**config.mk**
```make
export PLATFORM = sky130hd
export DESIGN_NAME = button_press_classifier
export DESIGN_NICKNAME = d
export VERILOG_FILES = /design/src/design/bpc_pkg.sv /design/src/design/bpc_cfg.sv /design/src/design/bpc_fsm.sv /design/src/design/button_press_classifier.sv
export SDC_FILE = /design/constraint.sdc
export NUM_CORES = 1
export LEC_CHECK = 0
export BUFFER_PORTS_ARGS = -buffer_cell sky130_fd_sc_hd__buf_2
export CAP_MARGIN = 40
export CORE_MARGIN = 5
export CORE_UTILIZATION = 55
export DETAILED_ROUTE_END_ITERATION = 16
export GPL_TIMING_DRIVEN = 0
export PLACE_DENSITY = 0.77
export SLEW_MARGIN = 10
export SYNTH_ARGS = -nofsm -noshare
export SYNTH_HDL_FRONTEND = slang
export SYNTH_SLANG_ARGS = --single-unit
```
**constraint.sdc**
```tcl
create_clock -name clk -period 7.6 [get_ports clk]
set_input_delay 0.76 -clock clk [delete_from_list [all_inputs] [get_ports clk]]
set_output_delay 0.76 -clock clk [all_outputs]
set_load 0.02 [all_outputs]
```
**src/design/bpc_pkg.sv**
```systemverilog
`default_nettype none
package bpc_pkg;

  localparam int unsigned TIME_W   = 32;
  localparam int unsigned MS_W     = 16;
  localparam int unsigned CFG_IDX_W = 2;

  typedef enum logic [2:0] {
    ST_IDLE     = 3'd0,
    ST_PRESSED  = 3'd1,
    ST_RELEASED = 3'd2,
    ST_LONG     = 3'd3,
    ST_LONGEND  = 3'd4
  } bpc_state_t;

  typedef enum logic [CFG_IDX_W-1:0] {
    CFG_ACTIVE_LOW = 2'd0,
    CFG_DEBOUNCE   = 2'd1,
    CFG_PRESS      = 2'd2,
    CFG_LONG_PRESS = 2'd3
  } bpc_cfg_idx_t;

  typedef struct packed {
    logic            active_low;
    logic [MS_W-1:0] debounce_ms;
    logic [MS_W-1:0] press_ms;
    logic [MS_W-1:0] long_press_ms;
  } bpc_cfg_t;

  typedef struct packed {
    logic       short_press;
    logic       long_start;
    logic       long_stop;
    logic [2:0] button_state;
  } bpc_res_t;

endpackage
`default_nettype wire

```
**src/design/bpc_cfg.sv**
```systemverilog
`default_nettype none
module bpc_cfg (
  input  wire logic                          clk,
  input  wire logic                          rst_n,
  input  wire logic                          wr_en,
  input  wire logic [bpc_pkg::CFG_IDX_W-1:0] wr_index,
  input  wire logic [bpc_pkg::MS_W-1:0]      wr_data,
  output bpc_pkg::bpc_cfg_t                  cfg
);
  import bpc_pkg::*;

  bpc_cfg_t cfg_r;
  bpc_cfg_t cfg_nxt;

  always_comb begin
    cfg_nxt = cfg_r;
    if (wr_en) begin
      case (bpc_cfg_idx_t'(wr_index))
        CFG_ACTIVE_LOW: cfg_nxt.active_low    = wr_data[0];
        CFG_DEBOUNCE:   cfg_nxt.debounce_ms   = wr_data;
        CFG_PRESS:      cfg_nxt.press_ms      = wr_data;
        CFG_LONG_PRESS: cfg_nxt.long_press_ms = wr_data;
        default:        cfg_nxt = cfg_r;
      endcase
    end
  end

  always_ff @(posedge clk) begin
    if (!rst_n) begin
      cfg_r.active_low    <= 1'b1;
      cfg_r.debounce_ms   <= MS_W'(50);
      cfg_r.press_ms      <= MS_W'(400);
      cfg_r.long_press_ms <= MS_W'(800);
    end else begin
      cfg_r <= cfg_nxt;
    end
  end

  assign cfg = cfg_r;

endmodule
`default_nettype wire

```
**src/design/bpc_fsm.sv**
```systemverilog
`default_nettype none
module bpc_fsm (
  input  wire logic                       clk,
  input  wire logic                       rst_n,
  input  wire logic                       adv,
  input  wire logic                       pin_level,
  input  wire logic [bpc_pkg::TIME_W-1:0] now_ms,
  input  wire bpc_pkg::bpc_cfg_t          cfg,
  output bpc_pkg::bpc_res_t               res
);
  import bpc_pkg::*;

  bpc_state_t        cur_r, cur_nxt;
  bpc_state_t        prev_r, prev_nxt;
  logic [TIME_W-1:0] stamp_r, stamp_nxt;

  logic [TIME_W-1:0] elapsed;
  logic              act;
  logic              lt_deb;
  logic              gt_press;
  logic              gt_long;

  assign elapsed  = now_ms - stamp_r;
  assign act      = pin_level ^ cfg.active_low;
  assign lt_deb   = elapsed < TIME_W'(cfg.debounce_ms);
  assign gt_press = elapsed > TIME_W'(cfg.press_ms);
  assign gt_long  = elapsed > TIME_W'(cfg.long_press_ms);

  always_comb begin
    cur_nxt   = cur_r;
    prev_nxt  = prev_r;
    stamp_nxt = stamp_r;
    case (cur_r)
      ST_IDLE: begin
        if (act) begin
          prev_nxt  = cur_r;
          cur_nxt   = ST_PRESSED;
          stamp_nxt = now_ms;
        end
      end
      ST_PRESSED: begin
        if (!act && lt_deb) begin
          prev_nxt = cur_r;
          cur_nxt  = prev_r;
        end else if (!act) begin
          prev_nxt  = cur_r;
          cur_nxt   = ST_RELEASED;
          stamp_nxt = now_ms;
        end else if (gt_long) begin
          prev_nxt = cur_r;
          cur_nxt  = ST_LONG;
        end
      end
      ST_RELEASED: begin
        if (act && lt_deb) begin
          prev_nxt = cur_r;
          cur_nxt  = prev_r;
        end else if (!act && gt_press) begin
          prev_nxt  = ST_IDLE;
          cur_nxt   = ST_IDLE;
          stamp_nxt = '0;
        end
      end
      ST_LONG: begin
        if (!act) begin
          prev_nxt  = cur_r;
          cur_nxt   = ST_LONGEND;
          stamp_nxt = now_ms;
        end
      end
      ST_LONGEND: begin
        if (act && lt_deb) begin
          prev_nxt = cur_r;
          cur_nxt  = prev_r;
        end else if (!lt_deb) begin
          prev_nxt  = ST_IDLE;
          cur_nxt   = ST_IDLE;
          stamp_nxt = '0;
        end
      end
      default: begin
        prev_nxt = cur_r;
        cur_nxt  = ST_IDLE;
      end
    endcase
  end

  always_comb begin
    res              = '0;
    res.button_state = cur_nxt;
    case (cur_r)
      ST_PRESSED:  res.long_start  = act && gt_long;
      ST_RELEASED: res.short_press = !(act && lt_deb) && !act && gt_press;
      ST_LONGEND:  res.long_stop   = !lt_deb;
      default:     res.button_state = cur_nxt;
    endcase
  end

  always_ff @(posedge clk) begin
    if (!rst_n) begin
      cur_r   <= ST_IDLE;
      prev_r  <= ST_IDLE;
      stamp_r <= '0;
    end else if (adv) begin
      cur_r   <= cur_nxt;
      prev_r  <= prev_nxt;
      stamp_r <= stamp_nxt;
    end
  end

  a_one_event: assert property (@(posedge clk) disable iff (!rst_n)
    adv |-> $onehot0({res.short_press, res.long_start, res.long_stop}))
    else $error("more than one event in a single poll");

  a_short_clears: assert property (@(posedge clk) disable iff (!rst_n)
    adv && res.short_press |=> cur_r == ST_IDLE && prev_r == ST_IDLE && stamp_r == '0)
    else $error("short press did not clear state");

  a_long_enters: assert property (@(posedge clk) disable iff (!rst_n)
    adv && res.long_start |=> cur_r == ST_LONG && prev_r == ST_PRESSED)
    else $error("long press start did not enter long state");

  a_hold: assert property (@(posedge clk) disable iff (!rst_n)
    !adv |=> $stable(cur_r) && $stable(prev_r) && $stable(stamp_r))
    else $error("state moved without a poll");

endmodule
`default_nettype wire

```
**src/design/button_press_classifier.sv**
```systemverilog
// Short/long press classifier for one button, polled once per request. Each
// request carries the raw pin level and a wrapping millisecond timestamp and
// yields exactly one result: three one-poll event flags and the state after
// that poll. One request per cycle is sustained while the result port is not
// stalled; a request is held in the input register, and its result is
// registered into the result register as the state update advances, which a
// stalled result port holds back; that update sets the rate. Write the
// configuration registers only while no request is in flight.
`default_nettype none
module button_press_classifier (
  input  wire logic                          clk,
  input  wire logic                          rst_n,
  input  wire logic                          in_valid,
  output logic                               in_stall,
  input  wire logic                          in_pin_level,
  input  wire logic [bpc_pkg::TIME_W-1:0]    in_now_ms,
  output logic                               out_valid,
  input  wire logic                          out_stall,
  output logic                               out_short_press,
  output logic                               out_long_start,
  output logic                               out_long_stop,
  output logic [2:0]                         out_button_state,
  input  wire logic                          cfg_valid,
  output logic                               cfg_ready,
  input  wire logic [bpc_pkg::CFG_IDX_W-1:0] cfg_index,
  input  wire logic [bpc_pkg::MS_W-1:0]      cfg_data
);
  import bpc_pkg::*;

  bpc_cfg_t          cfg;
  bpc_res_t          res;
  bpc_res_t          res_r;
  logic              s1_valid_r, s1_valid_nxt;
  logic              s1_pin_r;
  logic [TIME_W-1:0] s1_now_r;
  logic              out_valid_r, out_valid_nxt;
  logic              adv;
  logic              in_take;

  assign cfg_ready = 1'b1;

  bpc_cfg u_cfg (
    .clk      (clk),
    .rst_n    (rst_n),
    .wr_en    (cfg_valid & cfg_ready),
    .wr_index (cfg_index),
    .wr_data  (cfg_data),
    .cfg      (cfg)
  );

  assign adv      = s1_valid_r && (!out_valid_r || !out_stall);
  assign in_stall = s1_valid_r && !adv;
  assign in_take  = in_valid && !in_stall;

  always_comb begin
    s1_valid_nxt = s1_valid_r;
    if (in_take) begin
      s1_valid_nxt = 1'b1;
    end else if (adv) begin
      s1_valid_nxt = 1'b0;
    end
    out_valid_nxt = out_valid_r;
    if (adv) begin
      out_valid_nxt = 1'b1;
    end else if (!out_stall) begin
      out_valid_nxt = 1'b0;
    end
  end

  always_ff @(posedge clk) begin
    if (!rst_n) begin
      s1_valid_r  <= 1'b0;
      out_valid_r <= 1'b0;
    end else begin
      s1_valid_r  <= s1_valid_nxt;
      out_valid_r <= out_valid_nxt;
    end
  end

  always_ff @(posedge clk) begin
    if (in_take) begin
      s1_pin_r <= in_pin_level;
      s1_now_r <= in_now_ms;
    end
    if (adv) begin
      res_r <= res;
    end
  end

  bpc_fsm u_fsm (
    .clk       (clk),
    .rst_n     (rst_n),
    .adv       (adv),
    .pin_level (s1_pin_r),
    .now_ms    (s1_now_r),
    .cfg       (cfg),
    .res       (res)
  );

  assign out_valid        = out_valid_r;
  assign out_short_press  = res_r.short_press;
  assign out_long_start   = res_r.long_start;
  assign out_long_stop    = res_r.long_stop;
  assign out_button_state = res_r.button_state;

endmodule
`default_nettype wire

```
* Word-level counts from Yosys, hierarchy flattened
Index checks and enable logic that the tools add are counted.
Operators by class: $add $sub $neg 1, order comparisons 3, eq/ne operators 18, mux-type cells 32, bitwise operators 1, reductions and logical operators 27
Operators by type and width (number):
- two-way mux 32 bit | 7
- case mux 32 bit (5 select lines) | 1
- greater-than comparator 32 x 16 -> 1 bit | 2
- two-way mux 3 bit | 18
- less-than comparator 32 x 16 -> 1 bit | 1
- subtractor 32 bit | 1
- case mux 3 bit (5 select lines) | 2
- inequality test 2 bit, second input constant | 5
- logical AND 1 bit | 9
- AND reduction 2 bit | 4
- AND reduction 8 bit | 1
- zero test 1 bit | 7
- == test 3 x 2 -> 1 bit, second input constant | 2
- inequality test 2 x 1 -> 1 bit, second input constant | 3
- AND reduction 6 bit | 1
- nonzero test 5 bit | 1
- == test 2 bit, second input constant | 2
- two-way mux 1 bit | 4
- inequality test 4 bit, second input constant | 1
- == test 3 x 1 -> 1 bit, second input constant | 1
- == test 3 bit, second input constant | 1
- zero test 3 bit | 1
- inequality test 3 x 1 -> 1 bit, second input constant | 1
- inequality test 3 bit, second input constant | 1
- other kinds (5) | 5
Word-level totals: bits in registers 128, bits of input ports 56, output and inout port bits 9, logic and storage cells 97

* Depth between registers and ports, before layout
Gate-level depths: netlist (run 1).
word-level depth 8, gate-level depth with buffers 22, mapped depth without buffers 22

* Cells and area by module
Synthesis (run 1) repeated with hierarchy kept, for this count alone.
Second synthesis, totals: cell total of the unflattened synthesis 894, area total of the unflattened synthesis 8157.8 µm²
Modules (own cells, without submodules):
- bpc_fsm | times used 1, cells an instance 653, area an instance 4919.7 µm², sequential area each 760.7 µm²
- bpc_cfg | times used 1, cells an instance 192, area an instance 1971.9 µm², sequential area each 980.9 µm²
- button_press_classifier | times used 1, cells an instance 49, area an instance 1266.2 µm², sequential area each 1211.2 µm²

* Worst setup path after synthesis (run 1)
Ideal clock, no wire load.
path type register to register, start point register s1_now_r[2], end point register u_fsm.cur_r[0], setup time 0.057 ns, data arrival time 4.058 ns, data required time 7.543 ns, path slack 3.485 ns, stages on the path, launching flop included 22, buffers on the path 0, period minus slack after synthesis 4.115 ns, path through edfxtp_1 ha_1 o211ai_2 a21oi_4 nor2_1 o21ai_0 a21o_1 a21oi_1 xnor2_1 ha_1 a21o_1 a21o_1 a21oi_1 nor2_1 a211oi_1 o31ai_1 nor4b_1 nand4_1 o31ai_1 a22oi_1 o21ai_0 o21ba_2
RTL lines:
- start: declaration | line button_press_classifier.sv:35 | logic [TIME_W-1:0] s1_now_r;
- start signal: assignment | line button_press_classifier.sv:83 | s1_now_r <= in_now_ms;
- end signal: assignment | line bpc_fsm.sv:105 | cur_r <= cur_nxt;
- end: declaration | line bpc_fsm.sv:13 | bpc_state_t cur_r, cur_nxt;

* Worst setup path in the final report (run 1)
start point register s1_now_r[6], end point register u_fsm.stamp_r[20]
On the way: word-level cells in the longest chain between the ends 5, elaborated cells on any way between the ends 12, classes of those cells add/sub: 1; order compare: 2; eq/ne: 5; reduce/logical: 4
RTL lines:
- subtractor 32 bit (*) | line bpc_fsm.sv:23 | assign elapsed = now_ms - stamp_r;
- less-than comparator 32 x 16 -> 1 bit / greater-than comparator 32 x 16 -> 1 bit (equally long branches) | line bpc_fsm.sv:25, bpc_fsm.sv:26
- logical AND 1 bit (on tied branches)
- inequality test 2 bit (no source line) / inequality test 2 x 1 -> 1 bit (equally long branches)
- AND reduction 8 bit (no source line) (*)
- end signal: assignment | line bpc_fsm.sv:107 | stamp_r <= stamp_nxt;
- end: declaration | line bpc_fsm.sv:15 | logic [TIME_W-1:0] stamp_r, stamp_nxt;
Mark *: on every way between the ends. The rest lies on a longest branch, timed or not. A chain may end at the register's enable or synchronous reset.

==> run summary, run 1 <==
Worst Tran Pin Value - 938 ps
Core area - 0.0145 mm²
Iteration-0 DRC Markers - 565
WL per Instance - 15.9 µm
1st-pass router iterations - 5
# DRC - 0
Antenna violations before repair - 0
RD Place Congestion - 0.949
Reg clk slew, reported paths - 50 ps
Top cell type's share of synthesized area - 21.9%
Share of cells above drive strength 1 - 12.2%
Tot GR Track Use - 22.6%
ANT nets after route - 0
I/O pins - 65
Die Span Y - 132 µm
Number of global-route vias before repair - 6745
WP data required - 7890 ps
Worst setup EP type - register
Setup violators final - 0
Slew margin rel. - 37.0%
Crit Path Max Fanout - 10
Final min period - 5140 ps
TritonCTS buffer count - 17
Hold path depth - 2
Max-cap viol count - 0
Critical path data arrival time - 5430 ps
Setup total negative slack - 0 ps
F_max - 195 MHz
Die Area - 0.0173 mm²
Async SR Flop Fraction - 0%
Slew Limit Fails - 0
Mapped cell area - 0.00813 mm²
Distinct cells, synth - 81
Syn-to-layout area delta - 14.1%
Worst min path class - register to register
Count leader, synth - nand2_1
Dominant cells by area after synthesis - dfxtp_1 22%, edfxtp_1 14%, ha_1 12%
Max H-tree Level - 4
CTS resizes - 0
Seq cells post-synth - 128
Diodes inserted - 0
DRT Wirelength - 19800 µm
Top cells by count, synth - 165 x nand2_1, 89 x dfxtp_1, 88 x inv_1, 78 x ha_1, 65 x o21ai_0
Period utilisation layout - 67.6%
R2R depth - 15
Fin. Hold Viols - 0
Lkg Pwr - 3.65 nW
Die Width - 132 µm
Via density - 5.78
Hold buffers post-CTS - 0
Synth area leader - dfxtp_1
Initial Utilization - 55.9%
Syn nets - 1103
DR vias - 7218
Mean post-synth cell area - 8.40 µm²
Row cnt - 44
CTS root buffer - clkbuf_16
Skew final - 11.1 ps
Crit path kind - register to register
Min Hold Slack - 457 ps
DP Wirelength - 15200 µm
Post-CTS setup buffer count - 0
Main synth FF type - dfxtp_1
Status - finished clean
Maximum buffer depth of the clock tree - 2
Layout Nets - 1187
Global-route wire length before repair - 32400 µm
CP Launch Type - register
Register area share after synthesis - 36.3%
Clk_lat worst skew - 430 ps
Port buffer count - 63
Largest net degree at the start of global routing - 33
Maximum vdd drop - 0.208 mV
Pwr Density - 219 mW/mm²
Sink Count - 128
Number of synthesized flops with an enable pin - 39
CTS tree - yes
RSZ-0062 raised after global routing - no
Overflow left after global routing - 0
Synth warn - 0
Mapped Cells - 968
## layout by cell type, fill, tap and decap left out, types with 5 or more instances in the layout
cell type / Yosys / layout
a21boi_0: 40 / 40
a21o_1: 25 / 25
a21oi_1: 54 / 54
a31oi_1: 5 / 5
buf_2: 6 / 69
buf_4: 4 / 5
clkbuf_1: 26 / 27
clkbuf_16: 0 / 17
clkinv_2: 0 / 8
dfxtp_1: 89 / 89
edfxtp_1: 39 / 39
ha_1: 78 / 78
inv_1: 88 / 88
nand2_1: 165 / 165
nand2b_1: 7 / 7
nand3_1: 43 / 43
nand4_1: 25 / 25
nor2_1: 47 / 47
nor2b_1: 7 / 6
nor3_1: 13 / 13
o211ai_1: 15 / 15
o21ai_0: 65 / 65
o21ai_1: 5 / 5
xnor2_1: 17 / 17
xor2_1: 8 / 8
## power breakdown
| part | internal (mW) | switching (mW) | leakage, nW |
|---|---|---|---|
| registers | 0.739 | 0.0178 | 1.10 |
| logic | 0.190 | 0.297 | 2.26 |
| clock network | 0.484 | 0.303 | 0.283 |
| total | 1.41 | 0.618 | 3.65 |
## path summary, 6_finish.rpt
kind                           from  slack (ps)           endpoint
setup / recovery        s1_now_r[6]        2460  u_fsm.stamp_r[20]
hold / removal    u_fsm.stamp_r[15]         460  u_fsm.stamp_r[15]
setup reg to reg        s1_now_r[6]        2460  u_fsm.stamp_r[20]
hold reg to reg   u_fsm.stamp_r[15]         460  u_fsm.stamp_r[15]
## registers in the layout (all words and copies together), names as in the netlist
register          count
s1_valid_r            1
out_button_state      3
s1_pin_r              1
u_cfg.cfg            49
u_fsm.cur_r           3
u_fsm.stamp_r        32
out_valid             1
u_fsm.prev_r          3
out_short_press       1
out_long_start        1
s1_now_r             32
out_long_stop         1
## cell type report
| class | count | area (µm²) |
|---|---|---|
| clock inverters | 13 | 120 |
| clock buffers | 19 | 443 |
| well taps | 184 | 230 |
| inverters | 88 | 330 |
| flip-flops and latches | 128 | 2950 |
| multi-input cells | 708 | 4640 |
| repair buffers | 65 | 343 |
| plain buffers | 44 | 218 |
| fillers | 1268 | 5260 |
## metal layers
layer	GRT usage (%)	vias up	share of wire, %
li1	-	3597	-
met1	30.3	3373	46
met2	35.7	208	45
met3	4.97	40	5.9
met4	8.69	0	2.7
met5	0	-	0
## per-stage QoR
| step | total power [mW] | utilization (%) | instances | setup WS (ps) | instance area, µm² |
|---|---|---|---|---|---|
| 4_1_cts | 2.03 | 63.8 | 1249 | 2530 | 9270 |
| 6_report | 2.03 | 63.8 | 1249 | 2460 | 9270 |
| 5_1_grt | 2.13 | 63.8 | 1249 | 2100 | 9270 |
| 2_1_floorplan | 1.12 | - | 968 | 3480 | 8130 |
| 3_5_place_dp | 1.25 | 59.9 | 1217 | 2550 | 8710 |
| 3_3_place_gp | 1.23 | 59.7 | 1215 | 2630 | 8680 |
## kinds of logic (layout without fill, tap and decap cells)
family / after synthesis / count (layout) / synth area share, %
flip-flops: 128 / 128 / 36.3
adder cells (fa/ha/maj): 79 / 79 / 12.2
XOR/XNOR: 25 / 25 / 2.69
multiplexers: 5 / 5 / 0.631
buffers and inverters: 132 / 229 / 6.74
AND/OR/NAND/NOR: 335 / 335 / 19.5
AO/OA/AOI/OAI: 263 / 263 / 21.9
other: 1 / 1 / 0.0461
## worst max-delay path, cell delays in order, from the launching register on
cell,delay [ps]
edfxtp_1,410
ha_1,390
a21oi_1,350
o21ai_0,160
a21oi_1,350
nand2_1,180
nand3_1,120
nand2_1,70
xor2_1,210
ha_1,330
nand4_1,130
o31ai_1,820
nor2_1,280
a221oi_4,620
clkbuf_1,400
o21ai_0,170
Power figures use the tool's default switching activity.
==> inputs of run 2 (changes only) <==
--- a/config.mk
+++ b/config.mk
@@ -11,7 +11,7 @@
 export CORE_UTILIZATION = 55
 export DETAILED_ROUTE_END_ITERATION = 16
 export GPL_TIMING_DRIVEN = 0
-export PLACE_DENSITY = 0.77
+export PLACE_DENSITY = 0.8
 export SLEW_MARGIN = 10
 export SYNTH_ARGS = -nofsm -noshare
 export SYNTH_HDL_FRONTEND = slang
==> constraint.sdc (replaced) <==
create_clock -name clk -period 4.2 [get_ports clk]
set_input_delay 0.42 -clock clk [delete_from_list [all_inputs] [get_ports clk]]
set_output_delay 0.42 -clock clk [all_outputs]
set_load 0.02 [all_outputs]
==> run summary, run 2 (same netlist as run 1, synthesis figures left out) <==
Maximum buffer depth of the clock tree - 2 (unchanged)
Crit path max-delay cell type - edfxtp_1
Placed insts - 1217 (unchanged)
Hold path depth - 1 (-1)
Worst setup EP type - register
Pwr Density - 384 mW/mm² (+75%)
Reg clk slew, reported paths - 60 ps (about the same)
Setup total negative slack - -2880 ps (-2880 ps)
Final std cells w/o fill - 1281 (+2.6%)
Global-route wire length before repair - 33500 µm (+3.2%)
Maximum vdd drop - 0.490 mV (+140%)
Fin. Hold Viols - 0 (unchanged)
Via density - 5.86 (+1.4%)
# DRC - 0 (unchanged)
Die Width - 132 µm (unchanged)
Max reg flops - 49 (unchanged)
RD Place Congestion - 0.942 (-0.79%)
CP Launch Type - register
Syn-to-layout area delta - 22.0%
Worst min path class - input port to register
Max H-tree Level - 4 (unchanged)
Met2 wire length - 10000 µm (+11%)
Worst setup margin - -310 ps (-2770 ps)
Die Span Y - 132 µm (unchanged)
Reg-to-Reg End - u_fsm.cur_r[0]
DP Area - 0.00871 mm² (unchanged)
DP Wirelength - 14700 µm (-3.3%)
Row cnt - 44 (unchanged)
Largest net degree at the start of global routing - 33 (unchanged)
DR vias - 7505 (+4.0%)
Sequential Power Share - 36.1% (-1.2 points)
Commonest non-fill, non-tap cell in the layout - nand2_1
Sw Share - 31.3% (+0.86 points)
WL per Instance - 16.9 µm (+6.4%)
RSZ-0062 raised after global routing - yes
Crit path kind - register to register
Initial Utilization - 55.9% (unchanged)
Clk pwr share - 35.2% (-3.6 points)
Die Area - 0.0173 mm² (unchanged)
Sink Count - 128 (unchanged)
Metal-1 WL - 9520 µm (+4.6%)
Clk_lat worst skew - 420 ps (about the same)
Hold path endpoint - s1_now_r[29]
Hold_sp - in_now_ms[29]
Combinational share of power - 28.7% (+4.8 points)
Reg2Reg Setup Slack - -310 ps (-2770 ps)
Max-cap viol count - 0 (unchanged)
Diodes inserted - 0 (unchanged)
Worst Path Buf+Inv - 0 (-1)
Hold buffers post-CTS - 0 (unchanged)
Design Area, Final - 0.00992 mm² (+6.9%)
Slew Limit Fails - 0 (unchanged)
NetSw - 1.19 mW (+93%)
Lkg Pwr - 3.88 nW (+6.3%)
CTS root buffer - clkbuf_16
Skew final - 11.5 ps (+0.422 ps)
Top cell by count, worst path - a21o_1
Finished Core Util - 68.2% (+4.4 points)
Crit Path Max Fanout - 5 (-5)
Top layer in use - met4
Levels on crit path - 21 (+6)
Routed met3 length - 1310 µm (+11%)
WP data required - 4570 ps (-3320 ps)
TritonCTS buffer count - 17 (unchanged)
DRT Wirelength - 21600 µm (+9.1%)
P_int - 2.61 mW (+85%)
F_max - 222 MHz (+14%)
Fillers - 1162 (-8.4%)
Crit path max-delay family - compound AO/OA/AOI/OAI gates
Share of cells above drive strength 1 - 19.2% (+7.0 points)
Layout Nets - 1219 (+2.7%)
Port buffer count - 63 (unchanged)
R2r startpoint - s1_now_r[2]
Slowest stage delay, CP - 450 ps (-370 ps)
Overflow left after global routing - 0 (unchanged)
Final min period - 4510 ps (-630 ps)
Setup violators final - 38 (+38)
CTS tree - yes
Pwr Total - 3.80 mW (+87%)
Slew margin rel. - 44.9% (+8.0 points)
ANT nets after route - 0 (unchanged)
Number of global-route vias before repair - 7120 (+5.6%)
Antenna violations before repair - 0 (unchanged)
I/O pins - 65 (unchanged)
Iteration-0 DRC Markers - 737 (+30%)
Cell Chain, Critical Path - ha_4, o211ai_4, a21oi_4, nor2_4, o21ai_2, a21o_1, a21oi_2, xnor2_2, ha_1, a21o_1, a21o_1, a21oi_2, nor2_1, a211oi_2, o31ai_4, nor4b_2, nand4_1, o31ai_1, a22oi_1, o21ai_1, o21ba_2
Most frequent cells in the layout - 163 x nand2_1, 89 x dfxtp_1, 88 x inv_1
Core area - 0.0145 mm² (unchanged)
Period utilisation layout - 107% (+40 points)
Failing checks - setup timing
1st-pass router iterations - 5 (unchanged)
Tot GR Track Use - 23.3% (+0.68 points)
Status - finished with violations
Critical path data arrival time - 4880 ps (-550 ps)
R2R depth - 21 (+6)
Worst Tran Pin Value - 820 ps (-117 ps)
-- run 2: layout make-up --
cell class              count  area [µm²]  area share [%]
multi-input cells         708        4970            50.2
well taps                 184         230            2.32
clock inverters             8        65.1           0.656
plain buffers              44         255            2.57
clock buffers              24         462            4.66
repair buffers             97         648            6.54
inverters                  88         330            3.33
flip-flops and latches    128        2950            29.8
-- run 2: per-layer routing --
layer / global-route usage [%] / up-vias
met2: 37.5 / 299
li1: - / 3651
met3: 5.24 / 70
met1: 29.9 / 3485
met4: 10.3 / 0
met5: 0 / -
-- run 2: how the worst max path moves through the flow --
stage | from | endpoint | slack [ps]
CTS | s1_now_r[0] | u_fsm.cur_r[0] | -220
finish | s1_now_r[2] | u_fsm.cur_r[0] | -310
global route | s1_now_r[4] | u_fsm.cur_r[0] | -500
global placement | s1_now_r[4] | u_fsm.cur_r[0] | -670
detailed placement | s1_now_r[6] | u_fsm.stamp_r[3] | -780
floorplan | s1_now_r[2] | u_fsm.cur_r[0] | 80
-- run 2: power by group through the flow --
stage	clock [mW]	sequential (mW)	combinational, mW
floorplan	0	1.39	0.633
global placement	0	1.39	0.836
detailed placement	0	1.39	0.861
CTS	1.36	1.37	0.958
global route	1.42	1.38	1.18
finish	1.34	1.37	1.09
-- run 2: what timing repair did --
| action | 4_1_cts | 5_1_grt |
|---|---|---|
| gates cloned | 0 | 3 |
| hold endpoints to repair | 0 | 0 |
| setup endpoints to repair | 42 | 43 |
| gates resized for setup | 50 | 50 |
| pin swaps | 26 | 38 |
| setup buffers | 9 | 21 |
-- run 2: stage by stage --
stage	worst slack (ps)	hold WS (ps)
final	-310	166
after global routing	-496	153
after CTS	-217	157
after detailed placement	-777	451
after global placement	-665	443
after floorplan	85.0	436
